`config.mk`:
```
export PLATFORM = sky130hd
export DESIGN_NAME = bezier_de_casteljau_eval
export DESIGN_NICKNAME = d
export VERILOG_FILES = /design/src/rtl/core/bdc_pkg.sv /design/src/rtl/core/bdc_dp.sv /design/src/rtl/core/bdc_ctrl.sv /design/src/rtl/core/bezier_de_casteljau_eval.sv
export SDC_FILE = /design/constraint.sdc
export NUM_CORES = 2
export LEC_CHECK = 0
export ABC_CLOCK_PERIOD_IN_PS = 15200
export BUFFER_PORTS_ARGS = -buffer_cell sky130_fd_sc_hd__buf_4
export CAP_MARGIN = 25
export CORE_ASPECT_RATIO = 0.8
export CORE_MARGIN = 3
export CORE_UTILIZATION = 40
export DETAILED_ROUTE_END_ITERATION = 8
export SLEW_MARGIN = 5
export SYNTH_ARGS = -nofsm -noshare
export SYNTH_HDL_FRONTEND = slang
export SYNTH_SLANG_ARGS = --single-unit
```
`constraint.sdc`:
```
create_clock -name clk -period 15.2 [get_ports clk]
set_input_delay 1.52 -clock clk [delete_from_list [all_inputs] [get_ports clk]]
set_output_delay 1.52 -clock clk [all_outputs]
set_load 0.05 [all_outputs]
```
`src/rtl/core/bdc_pkg.sv`:
```
`timescale 1ns / 1ps
`default_nettype none
// ----------------------------------------------------------------------------
// bdc_pkg
// Shared constants and command types for the de Casteljau curve evaluator.
// ----------------------------------------------------------------------------
package bdc_pkg;

  localparam int MAX_POINTS = 32;
  localparam int COORD_BITS = 16;
  localparam int ADDR_W     = $clog2(MAX_POINTS);
  localparam int CNT_W      = $clog2(MAX_POINTS + 1);

  localparam int RES_W      = 3;
  localparam int IDX_W      = 7;
  localparam int WGT_W      = 7;
  // weight * coord, then sum of two such products
  localparam int PROD_W     = COORD_BITS + WGT_W + 1;
  localparam int SUM_W      = PROD_W + 1;

  localparam logic [RES_W-1:0] RES_MIN   = 3'd2;
  localparam logic [RES_W-1:0] RES_MAX   = 3'd6;
  localparam logic [RES_W-1:0] RES_RESET = 3'd4;

  localparam logic [1:0] OP_APPEND = 2'd0;
  localparam logic [1:0] OP_CLEAR  = 2'd1;
  localparam logic [1:0] OP_EVAL   = 2'd2;

  typedef struct packed {
    logic              wr_ctrl;   // append beat into control store
    logic [ADDR_W-1:0] wr_addr;
    logic              load_k;    // latch sample index for an evaluate
    logic              zero_res;  // result forced to zero (too few points)
    logic              rd_en;
    logic              rd_scr;    // read scratch store instead of control store
    logic [ADDR_W-1:0] rd_addr;
    logic              lerp;      // this read pairs with the previous one
  } bdc_cmd_t;

endpackage
`default_nettype wire

```
`src/rtl/core/bdc_dp.sv`:
```
`timescale 1ns / 1ps
`default_nettype none
// ----------------------------------------------------------------------------
// bdc_dp
// Datapath: control and scratch stores, three-stage lerp pipe, result regs.
// ----------------------------------------------------------------------------
module bdc_dp import bdc_pkg::*; (
  input  wire logic                         clk,
  input  wire logic                         rst_n,
  input  wire logic                         cfg_we,
  input  wire logic [RES_W-1:0]             cfg_data,
  input  wire logic signed [COORD_BITS-1:0] in_point_x,
  input  wire logic signed [COORD_BITS-1:0] in_point_y,
  input  wire logic [IDX_W-1:0]             in_sample_index,
  input  wire bdc_cmd_t                     cmd,
  output logic signed [COORD_BITS-1:0]      res_x,
  output logic signed [COORD_BITS-1:0]      res_y
);

  logic [2*COORD_BITS-1:0] ctl_mem [MAX_POINTS];
  logic [2*COORD_BITS-1:0] scr_mem [MAX_POINTS];
  logic [2*COORD_BITS-1:0] ctl_rd_r;
  logic [2*COORD_BITS-1:0] scr_rd_r;

  logic [RES_W-1:0] res_log2_r;
  logic [WGT_W-1:0] wa_r, wb_r;

  logic              v1_r, lerp1_r, scr1_r;
  logic [ADDR_W-1:0] addr1_r;
  logic              v2_r;
  logic [ADDR_W-1:0] wa2_r;

  logic signed [COORD_BITS-1:0] prev_x_r, prev_y_r;
  logic signed [PROD_W-1:0]     pax_r, pbx_r, pay_r, pby_r;
  logic signed [COORD_BITS-1:0] res_x_r, res_y_r;

  logic [RES_W-1:0]             cfg_sat;
  logic [WGT_W-1:0]             full, k_sat;
  logic [2*COORD_BITS-1:0]      cur;
  logic signed [COORD_BITS-1:0] cur_x, cur_y;
  logic signed [COORD_BITS-1:0] lx, ly;

  // truncation toward zero of num / 2^s
  function automatic logic signed [COORD_BITS-1:0] div_trunc(
    input logic signed [PROD_W-1:0] pa,
    input logic signed [PROD_W-1:0] pb,
    input logic [RES_W-1:0]         s
  );
    logic signed [SUM_W-1:0] num;
    logic signed [SUM_W-1:0] bias;
    logic signed [SUM_W-1:0] q;
    num  = SUM_W'(pa) + SUM_W'(pb);
    bias = num[SUM_W-1] ? ((SUM_W'(1) <<< s) - SUM_W'(1)) : '0;
    q    = (num + bias) >>> s;
    return q[COORD_BITS-1:0];
  endfunction

  always_comb begin
    priority if (cfg_data < RES_MIN) cfg_sat = RES_MIN;
    else if (cfg_data > RES_MAX)     cfg_sat = RES_MAX;
    else                             cfg_sat = cfg_data;
  end

  assign full  = WGT_W'(1) << res_log2_r;
  assign k_sat = (in_sample_index > full) ? full : in_sample_index;

  assign cur   = scr1_r ? scr_rd_r : ctl_rd_r;
  assign cur_x = cur[2*COORD_BITS-1:COORD_BITS];
  assign cur_y = cur[COORD_BITS-1:0];

  assign lx = div_trunc(pax_r, pbx_r, res_log2_r);
  assign ly = div_trunc(pay_r, pby_r, res_log2_r);

  always_ff @(posedge clk) begin
    if (!rst_n) begin
      res_log2_r <= RES_RESET;
    end else if (cfg_we) begin
      res_log2_r <= cfg_sat;
    end
  end

  always_ff @(posedge clk) begin
    if (cmd.load_k) begin
      wa_r <= full - k_sat;
      wb_r <= k_sat;
    end
  end

  // control store
  always_ff @(posedge clk) begin
    if (cmd.wr_ctrl) begin
      ctl_mem[cmd.wr_addr] <= {in_point_x, in_point_y};
    end
    if (cmd.rd_en) begin
      ctl_rd_r <= ctl_mem[cmd.rd_addr];
    end
  end

  // scratch store
  always_ff @(posedge clk) begin
    if (v2_r) begin
      scr_mem[wa2_r] <= {lx, ly};
    end
    if (cmd.rd_en) begin
      scr_rd_r <= scr_mem[cmd.rd_addr];
    end
  end

  always_ff @(posedge clk) begin
    if (!rst_n) begin
      v1_r    <= 1'b0;
      lerp1_r <= 1'b0;
      v2_r    <= 1'b0;
    end else begin
      v1_r    <= cmd.rd_en;
      lerp1_r <= cmd.rd_en & cmd.lerp;
      v2_r    <= lerp1_r;
    end
  end

  always_ff @(posedge clk) begin
    scr1_r  <= cmd.rd_scr;
    addr1_r <= cmd.rd_addr;
    if (v1_r) begin
      prev_x_r <= cur_x;
      prev_y_r <= cur_y;
    end
    if (lerp1_r) begin
      pax_r <= PROD_W'(prev_x_r * $signed({1'b0, wa_r}));
      pbx_r <= PROD_W'(cur_x * $signed({1'b0, wb_r}));
      pay_r <= PROD_W'(prev_y_r * $signed({1'b0, wa_r}));
      pby_r <= PROD_W'(cur_y * $signed({1'b0, wb_r}));
      wa2_r <= addr1_r - ADDR_W'(1);
    end
  end

  // last value written is the curve point once the final round drains
  always_ff @(posedge clk) begin
    if (cmd.zero_res) begin
      res_x_r <= '0;
      res_y_r <= '0;
    end else if (v2_r) begin
      res_x_r <= lx;
      res_y_r <= ly;
    end
  end

  assign res_x = res_x_r;
  assign res_y = res_y_r;

endmodule
`default_nettype wire

```
`src/rtl/core/bdc_ctrl.sv`:
```
`timescale 1ns / 1ps
`default_nettype none
// ----------------------------------------------------------------------------
// bdc_ctrl
// Sequencer: point count, round and read index over the de Casteljau triangle.
// ----------------------------------------------------------------------------
module bdc_ctrl import bdc_pkg::*; (
  input  wire logic       clk,
  input  wire logic       rst_n,
  input  wire logic       start,
  input  wire logic [1:0] in_op,
  output logic            busy,
  output logic            done,
  output logic            status,
  output bdc_cmd_t        cmd
);

  localparam logic [1:0] ST_IDLE  = 2'd0;
  localparam logic [1:0] ST_READ  = 2'd1;
  localparam logic [1:0] ST_DRAIN = 2'd2;
  localparam logic [1:0] ST_DONE  = 2'd3;

  logic [1:0]        state_r, state_nxt;
  logic [CNT_W-1:0]  cnt_r, cnt_nxt;
  logic [ADDR_W-1:0] m_r, m_nxt;
  logic [ADDR_W-1:0] j_r, j_nxt;
  logic              rnd1_r, rnd1_nxt;
  logic              drn_r, drn_nxt;
  logic              status_r, status_nxt;

  always_comb begin
    state_nxt  = state_r;
    cnt_nxt    = cnt_r;
    m_nxt      = m_r;
    j_nxt      = j_r;
    rnd1_nxt   = rnd1_r;
    drn_nxt    = drn_r;
    status_nxt = status_r;
    cmd        = '0;
    cmd.wr_addr = cnt_r[ADDR_W-1:0];
    cmd.rd_addr = j_r;
    cmd.rd_scr  = ~rnd1_r;
    cmd.lerp    = (j_r != '0);

    unique case (state_r)
      ST_IDLE: begin
        if (start) begin
          unique case (in_op)
            OP_APPEND: begin
              if (cnt_r < CNT_W'(MAX_POINTS)) begin
                cmd.wr_ctrl = 1'b1;
                cnt_nxt     = cnt_r + CNT_W'(1);
              end
            end
            OP_CLEAR: begin
              cnt_nxt = '0;
            end
            OP_EVAL: begin
              cmd.load_k = 1'b1;
              if (cnt_r < CNT_W'(2)) begin
                cmd.zero_res = 1'b1;
                status_nxt   = 1'b1;
                state_nxt    = ST_DONE;
              end else begin
                status_nxt = 1'b0;
                m_nxt      = ADDR_W'(cnt_r - CNT_W'(1));
                j_nxt      = '0;
                rnd1_nxt   = 1'b1;
                state_nxt  = ST_READ;
              end
            end
            default: ;
          endcase
        end
      end
      ST_READ: begin
        cmd.rd_en = 1'b1;
        if (j_r == m_r) begin
          drn_nxt   = 1'b0;
          state_nxt = ST_DRAIN;
        end else begin
          j_nxt = j_r + ADDR_W'(1);
        end
      end
      ST_DRAIN: begin
        // let the last write of the round land before reading it back
        if (drn_r) begin
          if (m_r == ADDR_W'(1)) begin
            state_nxt = ST_DONE;
          end else begin
            m_nxt     = m_r - ADDR_W'(1);
            j_nxt     = '0;
            rnd1_nxt  = 1'b0;
            state_nxt = ST_READ;
          end
        end else begin
          drn_nxt = 1'b1;
        end
      end
      ST_DONE: begin
        state_nxt = ST_IDLE;
      end
      default: state_nxt = ST_IDLE;
    endcase
  end

  always_ff @(posedge clk) begin
    if (!rst_n) begin
      state_r  <= ST_IDLE;
      cnt_r    <= '0;
      m_r      <= '0;
      j_r      <= '0;
      rnd1_r   <= 1'b0;
      drn_r    <= 1'b0;
      status_r <= 1'b0;
    end else begin
      state_r  <= state_nxt;
      cnt_r    <= cnt_nxt;
      m_r      <= m_nxt;
      j_r      <= j_nxt;
      rnd1_r   <= rnd1_nxt;
      drn_r    <= drn_nxt;
      status_r <= status_nxt;
    end
  end

  assign busy   = (state_r != ST_IDLE);
  assign done   = (state_r == ST_DONE);
  assign status = status_r;

endmodule
`default_nettype wire

```
`src/rtl/core/bezier_de_casteljau_eval.sv`:
```
`timescale 1ns / 1ps
`default_nettype none
// ----------------------------------------------------------------------------
// bezier_de_casteljau_eval
// Bezier curve sampler over a stored list of control points (de Casteljau).
// ----------------------------------------------------------------------------
// A beat is taken when start is high and busy is low. Append and clear finish
// in that cycle and busy stays low. An evaluate with n >= 2 stored points runs
// deg = n-1 rounds; each round of m lerps reads m+1 points one per cycle from
// a single-port store read and then waits in a drain state for its last write;
// busy stays high until the last cycle, in which out_valid is high. With fewer
// than two points out_valid comes in the cycle after the beat with status 1.
// out_valid is a one-cycle strobe and the receiver cannot stall it: take the
// result in that cycle.
module bezier_de_casteljau_eval import bdc_pkg::*; (
  input  wire logic                         clk,
  input  wire logic                         rst_n,
  input  wire logic                         start,
  output logic                              busy,
  input  wire logic [1:0]                   in_op,
  input  wire logic signed [COORD_BITS-1:0] in_point_x,
  input  wire logic signed [COORD_BITS-1:0] in_point_y,
  input  wire logic [IDX_W-1:0]             in_sample_index,
  output logic                              out_valid,
  output logic signed [COORD_BITS-1:0]      out_curve_x,
  output logic signed [COORD_BITS-1:0]      out_curve_y,
  output logic                              out_status,
  input  wire logic                         cfg_we,
  input  wire logic [RES_W-1:0]             cfg_data
);

  bdc_cmd_t cmd;

  bdc_ctrl u_ctrl (
    .clk    (clk),
    .rst_n  (rst_n),
    .start  (start),
    .in_op  (in_op),
    .busy   (busy),
    .done   (out_valid),
    .status (out_status),
    .cmd    (cmd)
  );

  bdc_dp u_dp (
    .clk             (clk),
    .rst_n           (rst_n),
    .cfg_we          (cfg_we),
    .cfg_data        (cfg_data),
    .in_point_x      (in_point_x),
    .in_point_y      (in_point_y),
    .in_sample_index (in_sample_index),
    .cmd             (cmd),
    .res_x           (out_curve_x),
    .res_y           (out_curve_y)
  );

endmodule
`default_nettype wire
```
======== Word level (Yosys, flattened, before mapping) ========
Memory sizes are Yosys's and may differ from the RTL's. A register that Yosys moved wholly into a read port is not among the register bits.
Cells that the tools add are included.
operators by class
  add/subtract/negate cells ............... 11
  $mul .................................... 4
  magnitude comparators ................... 5
  eq/ne operators ......................... 15
  shift operators ......................... 4
  mux-type cells .......................... 49
  bitwise logic cells ..................... 2
  reductions and logical operators ........ 14
operators by type and width
  operator                                             count
  multiplier 16 x 8 -> 24 bit                          4
  two-way mux 5 bit                                    11
  adder 24 x 24 -> 25 bit                              2
  adder 25 bit                                         2
  two-way mux 25 bit                                   2
  >>> shifter 25 x 3 -> 16 bit                         2
  two-way mux 32 bit                                   1
  <<< shifter 1 x 3 -> 25 bit (first input constant)   1
  subtractor 25 x 1 -> 25 bit (second input constant)  1
  two-way mux 2 bit                                    9
  two-way mux 1 bit                                    16
  one-hot mux 5 bit (3 select lines)                   1
  subtractor 5 x 1 -> 5 bit (second input constant)    3
  one-hot mux 6 bit (2 select lines)                   1
  inequality test 2 bit (second input constant)        5
  one-hot mux 5 bit (2 select lines)                   1
  one-hot mux 2 bit (4 select lines)                   1
  AND reduction 4 bit                                  2
  nonzero test 2 bit                                   4
  > comparator 7 bit                                   1
  two-way mux 7 bit                                    1
  AND reduction 7 bit                                  1
  left shift 1 x 3 -> 7 bit (first input constant)     1
  subtractor 7 bit                                     1
  22 further kinds                                     30
storage, ports and cells
  flip-flop bits (word level) ............. 212
  memory bits (writable) .................. 2,048
  bits of input ports ..................... 48
  output and inout port bits .............. 35
  logic and storage cells ................. 130
  memories ................................ 2
memory list
  memory        words  width  read ports  clocked after memory_dff  wr ports  RTL line      source
  u_dp.ctl_mem  32     32     1           1                         1         bdc_dp.sv:20  logic [2*COORD_BITS-1:0] ctl_mem [MAX_POINTS];
  u_dp.scr_mem  32     32     1           1                         1         bdc_dp.sv:21  logic [2*COORD_BITS-1:0] scr_mem [MAX_POINTS];

======== Longest topological paths before layout ========
  word-level depth ........................ 7
  mapped depth ............................ 26
  gate-level depth less buffers ........... 25

======== Modules after synthesis ========
Synthesis repeated with hierarchy kept, for this count alone.
unflattened totals
  cells, all modules ...................... 6,489
  area total of the unflattened synthesis .. 110,514.7 um2
modules (own cells, without submodules)
  module    times used  cells each  area each (um2)  seq. area each (um2)
  bdc_dp    1           6,324       109,159.7        68,715.9
  bdc_ctrl  1           165         1,355.0          420.4

======== Least setup slack after synthesis ========
Ideal clock, no wire load.
  kind .................................... register to register
  start point ............................. register u_dp.pbx_r[0]
  end point ............................... memory u_dp.scr_mem[0][25] in the netlist's numbering, data pin
  data arrival time ....................... 6.053 ns
  setup slack ............................. 8.683 ns
  stages on the path, launching flop included .. 24
  clock period less this slack ............ 6.517 ns
  cells stage by stage .................... edfxtp_1 -> ha_1 -> inv_1 -> fa_1 -> nand2b_1 -> a21oi_1 -> o21ai_2 -> o21ai_2 -> a21o_1 -> a2bb2oi_1 -> nor2_1 -> ha_1 -> inv_1 -> fa_1 -> nor2b_1 -> o31a_1 -> o31a_1 -> o31a_1 -> o21ai_2 -> o211ai_2 -> nand3b_1 -> xor2_1 -> mux4_2 -> o21ai_0
on the way
  word-level cells in the longest chain between the ends .. 4
ends and longest elaborated chain
  item                            RTL line       source
  start: declaration              bdc_dp.sv:34   logic signed [PROD_W-1:0] pax_r, pbx_r, pay_r, pby_r;
  start signal: assignment        bdc_dp.sv:130  pbx_r <= PROD_W'(cur_x * $signed({1'b0, wb_r}));
  adder 24 x 24 -> 25 bit *       bdc_dp.sv:52   num = SUM_W'(pa) + SUM_W'(pb);
  two-way mux 25 bit              bdc_dp.sv:53   bias = num[SUM_W-1] ? ((SUM_W'(1) <<< s) - SUM_W'(1)) : '0;
  adder 25 bit *                  bdc_dp.sv:54   q = (num + bias) >>> s;
  >>> shifter 25 x 3 -> 16 bit *  bdc_dp.sv:54
  net u_dp.lx[9]                  bdc_dp.sv:41   logic signed [COORD_BITS-1:0] lx, ly;
  end: declaration                bdc_dp.sv:21
The timed path passes the listed nets; every way through them passes the cells marked *.

======== Worst setup path after layout ========
  start point ............................. register u_dp.pax_r[0]
  end point ............................... memory u_dp.scr_mem[27][28] in the netlist's numbering, data pin
on the way
  word-level cells in the longest chain between the ends .. 4
ends and longest elaborated chain
  item                            RTL line       source
  start: declaration              bdc_dp.sv:34
  start signal: assignment        bdc_dp.sv:129  pax_r <= PROD_W'(prev_x_r * $signed({1'b0, wa_r}));
  adder 24 x 24 -> 25 bit *       bdc_dp.sv:52
  two-way mux 25 bit              bdc_dp.sv:53
  adder 25 bit *                  bdc_dp.sv:54
  >>> shifter 25 x 3 -> 16 bit *  bdc_dp.sv:54
  net u_dp.lx[12]                 bdc_dp.sv:41
Marked as above.

==> results_dict.tcl <==
set metrics [dict create \
    wl_per_cell_um 27.5 \
    powerDensity_nw_per_um2 162 \
    finalNetCount 7314 \
    cts_resized 0 \
    drive_above_1_share_pct 21.2 \
    grt.total_usage_pct 20.4 \
    fin_ws_ns 7.79 \
    synthesis.instances 6413 \
    slew_headroom_pct 25.4 \
    layout_commonest_cell "edfxtp_1" \
    ctsHoldBuffers 0 \
    clock_skew_ns 0.0682 \
    start_util_pct 40.4 \
    cp.buffers_inverters 3 \
    hpwlAfterDp_um 172000 \
    ios 83 \
    die-area_um2 282000 \
    fin_crit_ns 7.41 \
    ys_types 93 \
    clockRootBuffer "clkbuf_16" \
    drv_slew 0 \
    yosysTopAreaCell "edfxtp_1" \
    clkSinkCount 2324 \
    worst_path_max_delay_cell "a2bb2oi_1" \
    cts_made_buffers 229 \
    synth_top_area_share_pct 61.6 \
    yosysSeqAreaShare_pct 62.8 \
    hold_class "flop to flop" \
    max_freq_mhz 135 \
    grt_util_met3_pct 3.80 \
    path_max_fanout 32 \
    gp_congestion 0.857 \
    setup_tns_ns 0 \
    clk_pin_slew_ns 0.06 \
    ir_drop_v 0.000270 \
    synth_edf_count 2259 \
    hold_viol 0 \
    place_ws_ns 7.63 \
    fp.dieW_um 593 \
    gr-usage-met1_pct 30.3 \
    synth_area_leaders "edfxtp_1 62%, mux4_2 13%, fa_1 6.3%" \
    setup_viol 0 \
    postSynth.asyncResetShare_pct 0 \
    die_h_um 475 \
    status "completed" \
    gr-usage-met2_pct 31.5 \
    cp_data_arrival_time_ns 7.84 \
    crit_family "compound AO/OA/AOI/OAI gates" \
    cts_max_level 4 \
    area_growth_pct 12.3 \
    tritoncts "done" \
    ant_nets 0 \
    num_rows 171 \
    core_area_um2 273000 \
    drt-pass1-iter-count 7 \
    post-cts-setup-buffer-count 0 \
    crit_required_ns 15.63 \
    drt_iter0_drc 5475 \
    drc 0 \
    port_buffers 82 \
    grt_pass1_wl_um 418000 \
    via_count 58400 \
    clk_latency_ns 0.90 \
    antenna_found_initial 39 \
    tightest_slew_ns 1.12 \
    crit_path_end_kind "flop" \
    min_period_over_period_pct 48.7 \
    cap_violations 0 \
    layout_common_cells "2,259 x edfxtp_1, 654 x mux4_2, 599 x inv_1, 349 x fa_1, 301 x ha_1" \
    grt_pass1_vias 58800 \
    path_class "flop to flop" \
    top_usage_layer "met2" \
    syn_area_per_cell_um2 17.2 \
    cts_max_path_buffers 4 \
    cp_cell_sequence "ha_1, inv_1, fa_1, nand2b_1, a21oi_1, o21ai_2, o21ai_2, a21o_1, a2bb2oi_1, nor2_1, ha_1, inv_1, fa_1, nor2b_1, o31a_1, o31a_1, o31a_1, o21ai_2, o211ai_2, and4b_1, or3_1, mux4_2, mux2i_1, inv_1" \
    synthFlopType "edfxtp_1" \
    cp-start-kind "flop" \
    grt_max_degree 129 \
    holdWs_ns 0.427 \
    cp_slowest_stage_delay_ns 0.67 \
    p_leak_nw 41.7 \
    avgViaCountPerCell 5.59 \
    yosys_warnings 0 \
    final_core_utilization_pct 45.3 \
    gr-total-overflow 0 \
    rsz0062_at_grt "false" \
    totalWireLength_um 287000 \
    synth_area_um2 110000 \
    synth_seq_cells 2324 \
]
[sequential cells by signal (all words and copies together) (netlist names), 24 cells and up]
signal	cells
u_dp.scr_mem	1024
u_dp.pby_r	24
u_dp.pax_r	24
u_dp.ctl_mem	1024
u_dp.ctl_rd_r	32
u_dp.pbx_r	24
u_dp.scr_rd_r	32
u_dp.pay_r	24
[worst paths after layout]
check	slack, ns	to	from	cells past startpoint
max	7.79	u_dp.scr_mem[27][28]$_DFFE_PP_	u_dp.pax_r[0]$_DFFE_PP_	24
max reg2reg	7.79	u_dp.scr_mem[27][28]$_DFFE_PP_	u_dp.pax_r[0]$_DFFE_PP_	24
min reg2reg	0.43	u_dp.scr1_r$_DFF_P_	u_ctrl.rnd1_r$_SDFFE_PN0P_	1
min	0.43	u_dp.scr1_r$_DFF_P_	u_ctrl.rnd1_r$_SDFFE_PN0P_	1
[through the flow]
step	area, um^2	std cells	power, mW
floorplan	110000	6416	12.2
global placement	116000	10000	14.3
detailed placement	116000	10000	14.4
CTS	123000	10400	20.1
global route	124000	10400	21.2
finish	124000	10400	20.0
[worst register-to-register path, stage by stage, from the launching register on]
cell and delay, ns:
edfxtp_1 0.33, ha_1 0.19, inv_1 0.06, fa_1 0.39
nand2b_1 0.18, a21oi_1 0.24, o21ai_2 0.16, o21ai_2 0.34
a21o_1 0.17, a2bb2oi_1 0.67, nor2_1 0.12, ha_1 0.25
inv_1 0.08, fa_1 0.22, nor2b_1 0.08, o31a_1 0.27
o31a_1 0.28, o31a_1 0.29, o21ai_2 0.25, o211ai_2 0.17
and4b_1 0.23, or3_1 0.44, mux4_2 0.50, mux2i_1 0.51
inv_1 0.56
[power breakdown]
group	leakage, nW	switching [mW]	internal, mW
registers	20.8	0.0743	7.53
clock network	3.64	2.42	3.25
logic	17.2	4.26	2.50
total	41.7	6.75	13.3
[cell families (layout without fill, tap and decap cells)]
kind of cell               Yosys count  count (layout)  synth area share (%)
other                                1              18               0.00341
DFF                               2324            2324                  62.8
AOI/OAI and AO/OA                  492             492                  2.98
muxes                              816             816                  15.0
xor gates and xnor gates           182             182                  1.47
and+or+nand+nor                   1097            1097                  5.06
buffers and inverters              850            1234                  2.91
adders and majority gates          651             651                  9.78
[routing by layer]
| metal | vias up | routed length [um] |
|---|---|---|
| li1 | 24800 | - |
| met1 | 31200 | 128000 |
| met2 | 2109 | 131000 |
| met3 | 322 | 22900 |
| met4 | 12 | 5340 |
| met5 | - | 74 |
[final cells by class]
class                      count  area [um^2]
inverter                     602         2260
fill                       23300       149000
timing repair buffer         217         1800
multi-input combinational   3242        38300
clock buffer                 276         6080
antenna                       14         35.0
clock inverter               139         1360
sequential                  2324        69200
tap                         3633         4550
[synthesized netlist by cell type (all sizes together), types with 20 or more instances]
library cell / number
ha: 301
nor3: 55
fa: 349
buf: 47
mux2i: 59
or3: 25
a21oi: 142
nor2b: 87
nand2b: 26
edfxtp: 2259
inv: 601
a31oi: 21
mux2: 102
xnor2: 138
nand2: 243
a21o: 55
nor2: 252
dfxtp: 65
a211oi: 25
o21a: 31
o21ai: 94
clkbuf: 201
and3: 20
xor2: 44
nand3: 44
and2: 281
mux4: 655
Power figures use the tool's default switching activity.
